[src/rtl/core/tbse_pkg.sv]
// Shared types and codes for the two-level bitmap set engine.
// Holds the transaction structs, command codes and word-unit control types.
// No dependencies.
package tbse_pkg;

    // Node identifier and count widths
    localparam int ID_W      = 10;
    localparam int COUNT_W   = 11;
    localparam int ONES_W    = 7;   // popcount of one word of up to 64 bits
    localparam int BITPOS_W  = 6;   // bit position inside one word of up to 64 bits
    localparam int PADDR_W   = 3;
    localparam int PDATA_W   = 32;

    // Command codes
    localparam logic [2:0] CMD_SET_BIT   = 3'd0;
    localparam logic [2:0] CMD_CLR_BIT   = 3'd1;
    localparam logic [2:0] CMD_SET_RANGE = 3'd2;
    localparam logic [2:0] CMD_CLR_RANGE = 3'd3;
    localparam logic [2:0] CMD_TEST      = 3'd4;
    localparam logic [2:0] CMD_FIRST     = 3'd5;
    localparam logic [2:0] CMD_NEXT      = 3'd6;
    localparam logic [2:0] CMD_CLR_ALL   = 3'd7;

    // Word unit operations
    localparam logic [1:0] WOP_SET  = 2'd0;
    localparam logic [1:0] WOP_CLR  = 2'd1;
    localparam logic [1:0] WOP_SCAN = 2'd2;
    localparam logic [1:0] WOP_WIPE = 2'd3;

    // Register select (address bit 2)
    localparam logic REG_HIGHEST_ID = 1'b0;
    localparam logic REG_SUMMARY_EN = 1'b1;

    typedef struct packed {
        logic [2:0]      command;
        logic [ID_W-1:0] node_low;
        logic [ID_W-1:0] node_high;
    } tbse_cmd_t;

    typedef struct packed {
        logic [COUNT_W-1:0] changed_count;
        logic               is_member;
        logic [ID_W-1:0]    found_node;
        logic               found_valid;
        logic               id_error;
    } tbse_res_t;

    typedef struct packed {
        logic [1:0]      op;
        logic [ID_W-1:0] rlo;
        logic [ID_W-1:0] rhi;
    } wu_ctl_t;

    typedef struct packed {
        logic                hit;
        logic [ONES_W-1:0]   ones;
        logic [BITPOS_W-1:0] first_bit;
    } wu_res_t;

endpackage

[src/rtl/core/tbse_word_unit.sv]
// Shared per-word unit: builds the range mask for one bitmap word, applies
// set or clear, counts changed bits and finds the lowest hit.
// Depends on tbse_pkg.
module tbse_word_unit #(
    parameter int WORD_BITS = 64
) (
    input  tbse_pkg::wu_ctl_t                ctl,
    input  logic [tbse_pkg::ID_W-1:0]        base,
    input  logic [WORD_BITS-1:0]             word,
    output logic [WORD_BITS-1:0]             new_word,
    output tbse_pkg::wu_res_t                res
);
    import tbse_pkg::*;

    localparam logic [WORD_BITS-1:0] ONES = '1;
    localparam logic [ID_W-1:0]      LAST = ID_W'(WORD_BITS - 1);

    logic [ID_W-1:0]      dlo;
    logic [ID_W-1:0]      dhi;
    logic [WORD_BITS-1:0] mlo;
    logic [WORD_BITS-1:0] mhi;
    logic [WORD_BITS-1:0] mask;
    logic [WORD_BITS-1:0] chg;
    logic [WORD_BITS-1:0] hits;

    // Build the low and high edges of the range mask relative to this word
    always_comb begin
        dlo = ctl.rlo - base;
        dhi = ctl.rhi - base;
        if (ctl.rlo <= base) begin
            mlo = ONES;
        end else if (dlo <= LAST) begin
            mlo = ONES << dlo;
        end else begin
            mlo = '0;
        end
        if (ctl.rhi < base) begin
            mhi = '0;
        end else if (dhi >= LAST) begin
            mhi = ONES;
        end else begin
            mhi = ONES >> (LAST - dhi);
        end
        mask = (ctl.op == WOP_WIPE) ? ONES : (mlo & mhi);
    end

    // Apply the operation and keep only the bits that really change
    always_comb begin
        unique case (ctl.op)
            WOP_SET: begin
                chg      = mask & ~word;
                new_word = word | chg;
            end
            WOP_CLR, WOP_WIPE: begin
                chg      = mask & word;
                new_word = word & ~chg;
            end
            default: begin
                chg      = '0;
                new_word = word;
            end
        endcase
    end

    // Count changes and locate the lowest set bit inside the mask
    always_comb begin
        hits          = word & mask;
        res.hit       = |hits;
        res.ones      = ONES_W'($countones(chg));
        res.first_bit = '0;
        for (int j = WORD_BITS - 1; j >= 0; j--) begin
            if (hits[j]) begin
                res.first_bit = BITPOS_W'(j);
            end
        end
    end

endmodule

[src/rtl/core/two_level_bitmap_set_engine_core.sv]
// Top level of the two-level bitmap set engine: command sequencer, word
// memory, summary flags, configuration registers and result register.
// Depends on tbse_pkg and tbse_word_unit.
//
// Usage:
//   Commands arrive on s_valid/s_ready/s_data, one transaction per command;
//   each command gives exactly one result on m_valid/m_ready/m_data.
//   Configuration (highest node id at 0x0, summary enable at 0x4) is to be
//   written over APB while idle (the block does not check); pready is always high.
// Timing:
//   Bit, range, test, search and clear-all commands sweep the word memory
//   through one shared word unit, one word per cycle with a registered
//   memory read; the next command is taken once the result is in the output
//   register. Searches stop at the first hit, and with the summary enabled
//   they stop as soon as no later word is marked non-empty. Rejected
//   commands, inverted ranges and next-after-highest skip the sweep.
//   One command is in work at a time; s_ready is low while it runs.
// Reset and stall:
//   Reset empties the set by clearing the summary flags (the words need no
//   clearing pass) and restores the registers. A finished result waits in
//   the output register while the next command is accepted; if that result
//   is still not taken when the next finishes, the engine holds until it is.
module two_level_bitmap_set_engine_core #(
    parameter int MAX_NODES = 1024,
    parameter int WORD_BITS = 64
) (
    input  logic                           aclk,
    input  logic                           aresetn,
    input  logic                           s_valid,
    output logic                           s_ready,
    input  tbse_pkg::tbse_cmd_t            s_data,
    output logic                           m_valid,
    input  logic                           m_ready,
    output tbse_pkg::tbse_res_t            m_data,
    input  logic                           psel,
    input  logic                           penable,
    input  logic                           pwrite,
    input  logic [tbse_pkg::PADDR_W-1:0]   paddr,
    input  logic [tbse_pkg::PDATA_W-1:0]   pwdata,
    output logic [tbse_pkg::PDATA_W-1:0]   prdata,
    output logic                           pready
);
    import tbse_pkg::*;

    // Identifiers are ID_W bits wide, so storage beyond that range is never used
    localparam int NODES_EFF = (MAX_NODES < (1 << ID_W)) ? MAX_NODES : (1 << ID_W);
    localparam int NWORDS    = (NODES_EFF + WORD_BITS - 1) / WORD_BITS;
    localparam int WIDX_W    = (NWORDS > 1) ? $clog2(NWORDS) : 1;
    localparam int RCNT_W    = $clog2(NWORDS + 1);

    localparam logic [ID_W-1:0]   LIMIT_CAP = ID_W'(NODES_EFF - 1);
    localparam logic [ID_W-1:0]   BASE_STEP = ID_W'(WORD_BITS);
    localparam logic [WIDX_W-1:0] LAST_IDX  = WIDX_W'(NWORDS - 1);
    localparam logic [RCNT_W-1:0] RD_END    = RCNT_W'(NWORDS);

    localparam logic [1:0] ST_IDLE = 2'd0;
    localparam logic [1:0] ST_RUN  = 2'd1;
    localparam logic [1:0] ST_DONE = 2'd2;
    localparam logic [1:0] ST_HOLD = 2'd3;

    // Word storage and summary flags
    logic [WORD_BITS-1:0] mem [NWORDS];
    logic [NWORDS-1:0]    summary_reg, summary_next;

    // Control and configuration registers
    logic [1:0]          state_reg, state_next;
    logic [ID_W-1:0]     hid_reg;
    logic                sen_reg;
    logic [2:0]          cmd_reg, cmd_next;
    wu_ctl_t             ctl_reg, ctl_next;
    logic [RCNT_W-1:0]   rd_idx_reg, rd_idx_next;
    logic                proc_vld_reg, proc_vld_next;
    logic [WIDX_W-1:0]   proc_idx_reg, proc_idx_next;
    logic [ID_W-1:0]     base_reg, base_next;
    logic [WORD_BITS-1:0] rd_word_reg;
    logic                rd_summ_reg;
    logic [COUNT_W-1:0]  cnt_reg, cnt_next;
    logic                member_reg, member_next;
    logic [ID_W-1:0]     found_reg, found_next;
    logic                fvalid_reg, fvalid_next;
    logic                err_reg, err_next;
    logic                m_valid_reg, m_valid_next;
    tbse_res_t           m_data_reg, m_data_next;

    // Datapath signals
    logic [ID_W-1:0]      top_id;
    logic                 s_fire;
    logic                 rd_en;
    logic                 wr_en;
    logic [WORD_BITS-1:0] word_in;
    logic [WORD_BITS-1:0] word_out;
    wu_res_t              wu_res;
    logic                 hit_stop;
    logic                 last_word;
    logic                 rest_empty;
    logic                 early_stop;
    logic                 dec_err;
    logic                 dec_skip;
    wu_ctl_t              dec_ctl;

    assign s_ready = (state_reg == ST_IDLE);
    assign s_fire  = s_valid && s_ready;
    assign m_valid = m_valid_reg;
    assign m_data  = m_data_reg;
    assign pready  = 1'b1;
    assign top_id  = (hid_reg > LIMIT_CAP) ? LIMIT_CAP : hid_reg;

    // Shared word unit
    tbse_word_unit #(
        .WORD_BITS (WORD_BITS)
    ) u_word_unit (
        .ctl      (ctl_reg),
        .base     (base_reg),
        .word     (word_in),
        .new_word (word_out),
        .res      (wu_res)
    );

    // A word whose summary flag is clear reads as empty
    assign word_in    = rd_summ_reg ? rd_word_reg : '0;
    assign rd_en      = (state_reg == ST_RUN) && (rd_idx_reg < RD_END);
    assign wr_en      = proc_vld_reg && (ctl_reg.op != WOP_SCAN);
    assign hit_stop   = proc_vld_reg && (ctl_reg.op == WOP_SCAN) && wu_res.hit;
    assign last_word  = proc_vld_reg && (proc_idx_reg == LAST_IDX);
    assign rest_empty = ((summary_reg >> rd_idx_reg) == '0);
    assign early_stop = (state_reg == ST_RUN) && (ctl_reg.op == WOP_SCAN) && sen_reg
                        && rest_empty;

    // Decode an incoming command into error, skip and word-unit control
    always_comb begin
        dec_err     = 1'b0;
        dec_skip    = 1'b0;
        dec_ctl.op  = WOP_SCAN;
        dec_ctl.rlo = s_data.node_low;
        dec_ctl.rhi = s_data.node_low;
        unique case (s_data.command)
            CMD_SET_BIT, CMD_CLR_BIT: begin
                dec_err    = (s_data.node_low > top_id);
                dec_ctl.op = (s_data.command == CMD_SET_BIT) ? WOP_SET : WOP_CLR;
            end
            CMD_SET_RANGE, CMD_CLR_RANGE: begin
                dec_err     = (s_data.node_low > top_id) || (s_data.node_high > top_id);
                dec_skip    = (s_data.node_low > s_data.node_high);
                dec_ctl.op  = (s_data.command == CMD_SET_RANGE) ? WOP_SET : WOP_CLR;
                dec_ctl.rhi = s_data.node_high;
            end
            CMD_TEST: begin
                dec_err = (s_data.node_low > top_id);
            end
            CMD_FIRST: begin
                dec_ctl.rlo = '0;
                dec_ctl.rhi = top_id;
            end
            CMD_NEXT: begin
                dec_err     = (s_data.node_low > top_id);
                dec_skip    = (s_data.node_low == top_id);
                dec_ctl.rlo = s_data.node_low + ID_W'(1);
                dec_ctl.rhi = top_id;
            end
            CMD_CLR_ALL: begin
                dec_ctl.op  = WOP_WIPE;
                dec_ctl.rlo = '0;
                dec_ctl.rhi = '1;
            end
            default: begin
                dec_ctl.op = WOP_SCAN;
            end
        endcase
    end

    // Sequencer: accept, sweep words, collect the result, hand it off
    always_comb begin
        state_next    = state_reg;
        cmd_next      = cmd_reg;
        ctl_next      = ctl_reg;
        rd_idx_next   = rd_idx_reg;
        proc_vld_next = proc_vld_reg;
        proc_idx_next = proc_idx_reg;
        base_next     = base_reg;
        summary_next  = summary_reg;
        cnt_next      = cnt_reg;
        member_next   = member_reg;
        found_next    = found_reg;
        fvalid_next   = fvalid_reg;
        err_next      = err_reg;
        m_valid_next  = m_valid_reg;
        m_data_next   = m_data_reg;

        // Drop the output once taken
        if (m_valid_reg && m_ready) begin
            m_valid_next = 1'b0;
        end

        unique case (state_reg)
            ST_IDLE: begin
                if (s_fire) begin
                    cmd_next      = s_data.command;
                    ctl_next      = dec_ctl;
                    rd_idx_next   = '0;
                    proc_vld_next = 1'b0;
                    base_next     = '0;
                    cnt_next      = '0;
                    member_next   = 1'b0;
                    found_next    = '0;
                    fvalid_next   = 1'b0;
                    err_next      = dec_err;
                    state_next    = (dec_err || dec_skip) ? ST_DONE : ST_RUN;
                end
            end
            ST_RUN: begin
                if (wr_en) begin
                    summary_next[proc_idx_reg] = (word_out != '0);
                    cnt_next = cnt_reg + COUNT_W'(wu_res.ones);
                end
                if (hit_stop) begin
                    if (cmd_reg == CMD_TEST) begin
                        member_next = 1'b1;
                    end else begin
                        found_next  = base_reg + ID_W'(wu_res.first_bit);
                        fvalid_next = 1'b1;
                    end
                end
                if (hit_stop || last_word || early_stop) begin
                    proc_vld_next = 1'b0;
                    state_next    = ST_DONE;
                end else begin
                    proc_vld_next = rd_en;
                    proc_idx_next = rd_idx_reg[WIDX_W-1:0];
                    if (rd_en) begin
                        rd_idx_next = rd_idx_reg + RCNT_W'(1);
                    end
                    if (proc_vld_reg) begin
                        base_next = base_reg + BASE_STEP;
                    end
                end
            end
            ST_DONE, ST_HOLD: begin
                // Hold until the output register is free
                if (!m_valid_reg || m_ready) begin
                    m_data_next.changed_count = cnt_reg;
                    m_data_next.is_member     = member_reg;
                    m_data_next.found_node    = found_reg;
                    m_data_next.found_valid   = fvalid_reg;
                    m_data_next.id_error      = err_reg;
                    m_valid_next              = 1'b1;
                    state_next                = ST_IDLE;
                end else begin
                    state_next = ST_HOLD;
                end
            end
            default: begin
                state_next = ST_IDLE;
            end
        endcase
    end

    // Word memory: one read and one write port, read data registered
    always_ff @(posedge aclk) begin
        if (rd_en) begin
            rd_word_reg <= mem[rd_idx_reg[WIDX_W-1:0]];
            rd_summ_reg <= summary_reg[rd_idx_reg[WIDX_W-1:0]];
        end
        if (wr_en && (state_reg == ST_RUN)) begin
            mem[proc_idx_reg] <= word_out;
        end
    end

    // Control registers
    always_ff @(posedge aclk) begin
        if (!aresetn) begin
            state_reg    <= ST_IDLE;
            proc_vld_reg <= 1'b0;
            summary_reg  <= '0;
            m_valid_reg  <= 1'b0;
        end else begin
            state_reg    <= state_next;
            proc_vld_reg <= proc_vld_next;
            summary_reg  <= summary_next;
            m_valid_reg  <= m_valid_next;
        end
    end

    // Working and result payload registers
    always_ff @(posedge aclk) begin
        cmd_reg      <= cmd_next;
        ctl_reg      <= ctl_next;
        rd_idx_reg   <= rd_idx_next;
        proc_idx_reg <= proc_idx_next;
        base_reg     <= base_next;
        cnt_reg      <= cnt_next;
        member_reg   <= member_next;
        found_reg    <= found_next;
        fvalid_reg   <= fvalid_next;
        err_reg      <= err_next;
        m_data_reg   <= m_data_next;
    end

    // Configuration registers, selected by address bit 2
    always_ff @(posedge aclk) begin
        if (!aresetn) begin
            hid_reg <= '1;
            sen_reg <= 1'b1;
        end else if (psel && penable && pwrite) begin
            if (paddr[2] == REG_HIGHEST_ID) begin
                hid_reg <= pwdata[ID_W-1:0];
            end else begin
                sen_reg <= pwdata[0];
            end
        end
    end

    // Register readback
    always_comb begin
        if (paddr[2] == REG_HIGHEST_ID) begin
            prdata = {{(PDATA_W - ID_W){1'b0}}, hid_reg};
        end else begin
            prdata = {{(PDATA_W - 1){1'b0}}, sen_reg};
        end
    end

`ifndef ASSERT_OFF
    // No word is in flight while the engine takes commands
    a_idle_no_work: assert property (@(posedge aclk) disable iff (!aresetn)
        s_ready |-> !proc_vld_reg)
        else $error("word in flight while idle");

    // An accepted command closes the input until its result is built
    a_one_at_a_time: assert property (@(posedge aclk) disable iff (!aresetn)
        s_fire |=> !s_ready)
        else $error("second command accepted while busy");

    // A rejected command reports nothing else
    a_error_clean: assert property (@(posedge aclk) disable iff (!aresetn)
        (m_valid && m_data.id_error) |-> ((m_data.changed_count == '0) &&
            !m_data.found_valid && !m_data.is_member))
        else $error("rejected command reports a result");

    // A written word leaves its summary flag matching its contents
    a_summary_track: assert property (@(posedge aclk) disable iff (!aresetn)
        (wr_en && (state_reg == ST_RUN)) |=>
            (summary_reg[$past(proc_idx_reg)] == ($past(word_out) != '0)))
        else $error("summary flag out of step with word");
`endif

endmodule
[config.mk]
export PLATFORM = sky130hd
export DESIGN_NAME = two_level_bitmap_set_engine_core
export DESIGN_NICKNAME = d
export VERILOG_FILES = /design/src/rtl/core/tbse_pkg.sv /design/src/rtl/core/tbse_word_unit.sv /design/src/rtl/core/two_level_bitmap_set_engine_core.sv
export SDC_FILE = /design/constraint.sdc
export NUM_CORES = 2
export LEC_CHECK = 0
export BUFFER_PORTS_ARGS = -buffer_cell sky130_fd_sc_hd__buf_2
export CAP_MARGIN = 10
export CELL_PAD_IN_SITES_DETAIL_PLACEMENT = 1
export CELL_PAD_IN_SITES_GLOBAL_PLACEMENT = 2
export CORE_MARGIN = 5
export CORE_UTILIZATION = 40
export DETAILED_ROUTE_END_ITERATION = 10
export PLACE_DENSITY = 0.81
export SLEW_MARGIN = 20
export SYNTH_ARGS = -nofsm -noshare
export SYNTH_HDL_FRONTEND = slang
export SYNTH_HIERARCHICAL = 1
export SYNTH_SLANG_ARGS = --single-unit
[constraint.sdc]
create_clock -name aclk -period 24.4 [get_ports aclk]
set_input_delay 1.22 -clock aclk [delete_from_list [all_inputs] [get_ports aclk]]
set_output_delay 1.22 -clock aclk [all_outputs]
set_load 0.005 [all_outputs]
After elaboration in Yosys (flattened, before gate mapping)
Memory sizes are Yosys's and may differ from the RTL's. A register that Yosys moved wholly into a read port is not among the register bits.
Index checks and enable logic that the tools add are counted.
{"block": "classes", "n_reduce_logical": 47, "shift": 3, "mul": 0, "mux": 119, "n_eq_ne": 26, "add_sub_neg": 71, "div": 0, "n_lt_le_gt_ge": 12, "n_bitwise": 9}
{"op": "two-way mux 6 bit", "n": 64}
{"op": "two-way mux 64 bit", "n": 6}
{"op": "AND 64 bit", "n": 4}
{"op": "one-hot mux 64 bit (2 select lines)", "n": 2}
{"op": "adder 7 bit", "n": 31}
{"op": "inverter 64 bit", "n": 2}
{"op": "two-way mux 10 bit", "n": 7}
{"op": "adder 1 x 1 -> 2 bit", "n": 32}
{"op": "OR 64 bit", "n": 1}
{"op": "nonzero test 64 bit", "n": 1}
{"op": "OR reduction 64 bit", "n": 1}
{"op": "<< shifter 64 x 10 -> 64 bit, first input constant", "n": 1}
{"op": ">> shifter 64 x 10 -> 64 bit, first input constant", "n": 1}
{"op": "one-hot mux 10 bit (2 select lines)", "n": 3}
{"op": "> comparator 10 bit", "n": 3}
{"op": "one-hot mux 10 bit (3 select lines)", "n": 1}
{"op": "two-way mux 11 bit", "n": 2}
{"op": "one-hot mux 11 bit (2 select lines)", "n": 1}
{"op": "subtractor 10 bit", "n": 2}
{"op": "inequality test 2 bit, second input constant", "n": 9}
{"op": "bitwise mux 16 bit", "n": 1}
{"op": "logical NOT 16 bit", "n": 1}
{"op": "AND reduction 2 bit", "n": 8}
{"op": "AND reduction 4 bit", "n": 4}
{"op": "41 further kinds", "n": 99}
{"block": "word_totals", "regBits": 124, "memories": 1, "mem_bits_ro": 0, "ram_bits": 1024, "latchBits": 0, "output_inout_bits": 59}
{"memory": "mem", "words": 16, "width": 64, "read_ports": 1, "rd_clocked_by_memory_dff": 1, "wr": 1, "line_no": "two_level_bitmap_set_engine_core.sv:62", "text": "logic [WORD_BITS-1:0] mem [NWORDS];"}

Longest topological paths before layout
{"block": "depth", "word_depth": 76, "mapped_depth": 52, "depth_no_buf": 49}

Modules after synthesis
Netlist, hierarchy kept.
{"module": "two_level_bitmap_set_engine_core", "cells_each": 2343, "instances": 1, "area_each_um2": 47170.2}
{"module": "tbse_word_unit", "cells_each": 1374, "instances": 1, "area_each_um2": 9277.6}

Worst setup path before layout
OpenSTA, ideal clock, no wires.
{"block": "synth_timing", "kind": "register to register", "startpoint": "reg ctl_reg[5] in the netlist's numbering", "endpoint": "reg cnt_reg[10] (data pin)", "slack_ps": 12535, "t_required_ps": 24134, "stages_incl_launch_ff": 50, "t_arrival_ps": 11599, "n_path_buf": 3, "period_less_slack_ps": 11865, "cell_sequence": "edfxtp_1 > ha_1 > buf_2 > o211a_1 > nand2_1 > nand2_1 > xor2_1 > inv_1 > clkbuf_1 > clkbuf_1 > ha_1 > or3_1 > nor3_2 > a31oi_2 > or3_1 > a21oi_1 > o21ai_0 > nor2_1 > [... 14 more ...] > inv_1 > ha_1 > inv_1 > fa_1 > inv_1 > a21oi_1 > o21bai_1 > a21o_1 > a21oi_1 > xnor2_1 > ha_1 > o21ai_0 > nand2b_1 > nand2_1 > a21oi_1 > nand3_1 > xor2_1 > nor2_1"}
{"item": "start: declaration", "line_no": "two_level_bitmap_set_engine_core.sv:70", "text": "wu_ctl_t ctl_reg, ctl_next;"}
{"item": "start signal: assignment", "line_no": "two_level_bitmap_set_engine_core.sv:286", "text": "ctl_reg <= ctl_next;"}
{"item": "end signal: assignment", "line_no": "two_level_bitmap_set_engine_core.sv:290", "text": "cnt_reg <= cnt_next;"}
{"item": "end: declaration", "line_no": "two_level_bitmap_set_engine_core.sv:77", "text": "logic [COUNT_W-1:0] cnt_reg, cnt_next;"}

==> impl_metrics.json <==
{
  "status": "finished, final reports clean",
  "final_area_mm2": 0.0636,
  "rsz0062_at_grt": "false",
  "fp-row-count": 137,
  "startpoint_type": "flop",
  "ir_worst_vdd_uv": 264,
  "htreeDepth": 3,
  "synth.distinct_cells": 112,
  "fin_cells": 5820,
  "cts.path.max_buffers": 3,
  "cp-end-kind": "flop",
  "wl_per_cell_um": 28.7,
  "grt_overflow": 0,
  "drc_errors": 0,
  "finalClockSkew_ps": 64.3,
  "die-area_mm2": 0.149,
  "pin_count": 124,
  "cap_viol_max_count": 0,
  "drive_gt1_share_pct": 19.0,
  "fin_nets": 4051,
  "period_minus_slack_ps": 12930,
  "min_period_over_period_pct": 53.0,
  "relSlewSlack_pct": 19.2,
  "cp_max_fo": 21,
  "via_count": 34700,
  "regToRegEndpoint": "cnt_reg[10]",
  "min_path_cells": 0,
  "synthFlopType": "edfxtp_1",
  "dp_hpwl_um": 106000,
  "antenna_found_initial": 7,
  "dieWidth_um": 386,
  "dp.cells": 5594,
  "cts_sinks": 1206,
  "yosysSeqAreaShare_pct": 63.6,
  "worst_ep_required_time_ps": 24890,
  "io_buffers": 76,
  "post-cts-setup-buffers": 0,
  "worst_pin_slew_ps": 1210,
  "crit_path_top_delay_cell": "fa_1",
  "ctsHoldBuffers": 0,
  "clk_pin_slew_worst_paths_ps": 60,
  "worstSetupPathType": "flop to flop",
  "synthCells": 3717,
  "r2r_slack_ps": 11470,
  "syn_area_mm2": 0.0564,
  "synthArstFlopShare_pct": 0,
  "placed_cell_area_mm2": 0.0594,
  "start_util_pct": 40.4,
  "cts-root-buf": "clkbuf_16",
  "setup_tns_ps": 0,
  "ys_warn_count": 6,
  "cpLargestDelayFamily": "adder cells",
  "r2r-start": "ctl_reg[4]",
  "antennaDiodeCount": 0,
  "grt_first_pass_wirelength_um": 247000,
  "vias_per_cell": 5.96,
  "final_common_cell": "edfxtp_1",
  "synth.avg_cell_area_um2": 15.2,
  "cp_num_buf_inv": 8,
  "final_cell_mix": "edfxtp_1 (1175), mux4_2 (245), nor2_1 (197)",
  "cts_resized": 0,
  "p_leak_nw": 21.3,
  "finalMaxSlewViolations": 0,
  "firstDrtPassIters": 7,
  "track_usage_pct": 22.4,
  "min_from": "found_reg[3]",
  "worst_hold_path.endpoint": "m_data[5]",
  "whs_ps": 418,
  "drt_iter0_drc": 3206,
  "ys_seq_elements": 1206,
  "cts_inserted_buffers": 120,
  "grt_max_degree": 125,
  "hold_violations": 0,
  "ant_nets": 0,
  "core-area_mm2": 0.140,
  "cp_slowest_stage_delay_ps": 580,
  "min_path_type": "flop to flop",
  "wl_um": 167000,
  "die_h_um": 386,
  "max_freq_mhz": 77.4,
  "fin_ws_ps": 11470,
  "pre_cts_ws_ps": 11510,
  "p_per_area_mw_per_mm2": 113,
  "grt_pass1_vias": 36000,
  "largest_reg_flops": 1024,
  "cts_tree": "built",
  "syn_to_final_growth_pct": 12.6,
  "cp_common_cell": "fa_1",
  "worst_ep_arrival_time_ps": 13410,
  "setup_viol": 0,
  "reg2regPathDepth": 48,
  "clock_latency_ps": 770,
  "gp_congestion": 0.934,
  "synth-edff-count": 1175
}
[cell usage after synthesis, types with 31 or more instances]
library cell  number  area share, %
buf_2             45           0.40
mux2i_1          162            2.9
inv_1            131           0.87
nand2_1          165            1.1
a21oi_1          164            1.5
nand4_1           32           0.35
buf_4             42           0.56
and2_1            92            1.0
clkbuf_1         134           0.89
edfxtp_1        1175             63
nand3_1           45           0.40
o21ai_0          164            1.5
nor3_1            50           0.44
a31oi_1           38           0.42
nor2_1           214            1.4
o22ai_1           68           0.75
a211oi_1          36           0.48
mux4_2           245            9.8
dfxtp_1           31            1.1
o2bb2ai_1         38           0.59
o211ai_1          40           0.53
ha_1              87            1.9
fa_1              57            2.0
[routing by layer]
| metal | track usage (%) | routed length [um] | vias to the layer above |
|---|---|---|---|
| li1 | - | - | 14900 |
| met1 | 31.4 | 71500 | 18300 |
| met2 | 36.7 | 80300 | 1300 |
| met3 | 3.30 | 11200 | 231 |
| met4 | 5.86 | 4130 | 0 |
| met5 | 0 | 0 | - |
[how the worst max path moves through the flow]
stage | end | slack (ps) | cells past startpoint | startpoint
6_report | cnt_reg[10] | 11470 | 48 | ctl_reg[4]
5_1_grt | cnt_reg[10] | 10780 | 48 | ctl_reg[4]
4_1_cts | cnt_reg[10] | 11460 | 48 | ctl_reg[4]
3_5_place_dp | cnt_reg[10] | 11510 | 48 | ctl_reg[4]
3_3_place_gp | cnt_reg[10] | 11540 | 48 | ctl_reg[4]
2_1_floorplan | cnt_reg[10] | 12540 | 49 | ctl_reg[5]
[where the power goes]
part | internal, mW | switching, mW | leakage, nW
clock | 1.07 | 0.817 | 1.96
sequential | 2.43 | 0.0219 | 11.0
combinational | 1.14 | 1.70 | 8.35
total | 4.64 | 2.54 | 21.3
[layout make-up]
class	count	area, um2
fill	13800	76300
tap	1876	2350
clock inverter	81	926
multi-input combinational	2170	19300
timing repair buffer	211	1450
inverter	133	500
sequential	1206	35900
clock buffer	143	3120
[worst reg2reg max path: cells and delay by family, from the launching register on]
family	cells	cell delay, ps
buffers and inverters	8	810
and+or+nand+nor	10	1800
adders and majority gates	16	7250
xor gates and xnor gates	3	440
AOI/OAI and AO/OA	11	1990
DFF	1	370
[cells by family after synthesis]
family,share of synthesized area (%)
DFF,63.6
buffers and inverters,2.88
other,0.0133
adders and majority gates,3.97
and+or+nand+nor,6.76
muxes,12.7
xor gates and xnor gates,0.632
AOI/OAI and AO/OA,9.43
[stage by stage]
step	utilization, %	power [mW]
final	45.5	7.18
after global routing	45.5	7.61
after CTS	45.4	7.21
after detailed placement	42.5	5.32
after global placement	42.4	5.26
after floorplan	-	4.52
Note: power is estimated with default switching activity, not from simulation.
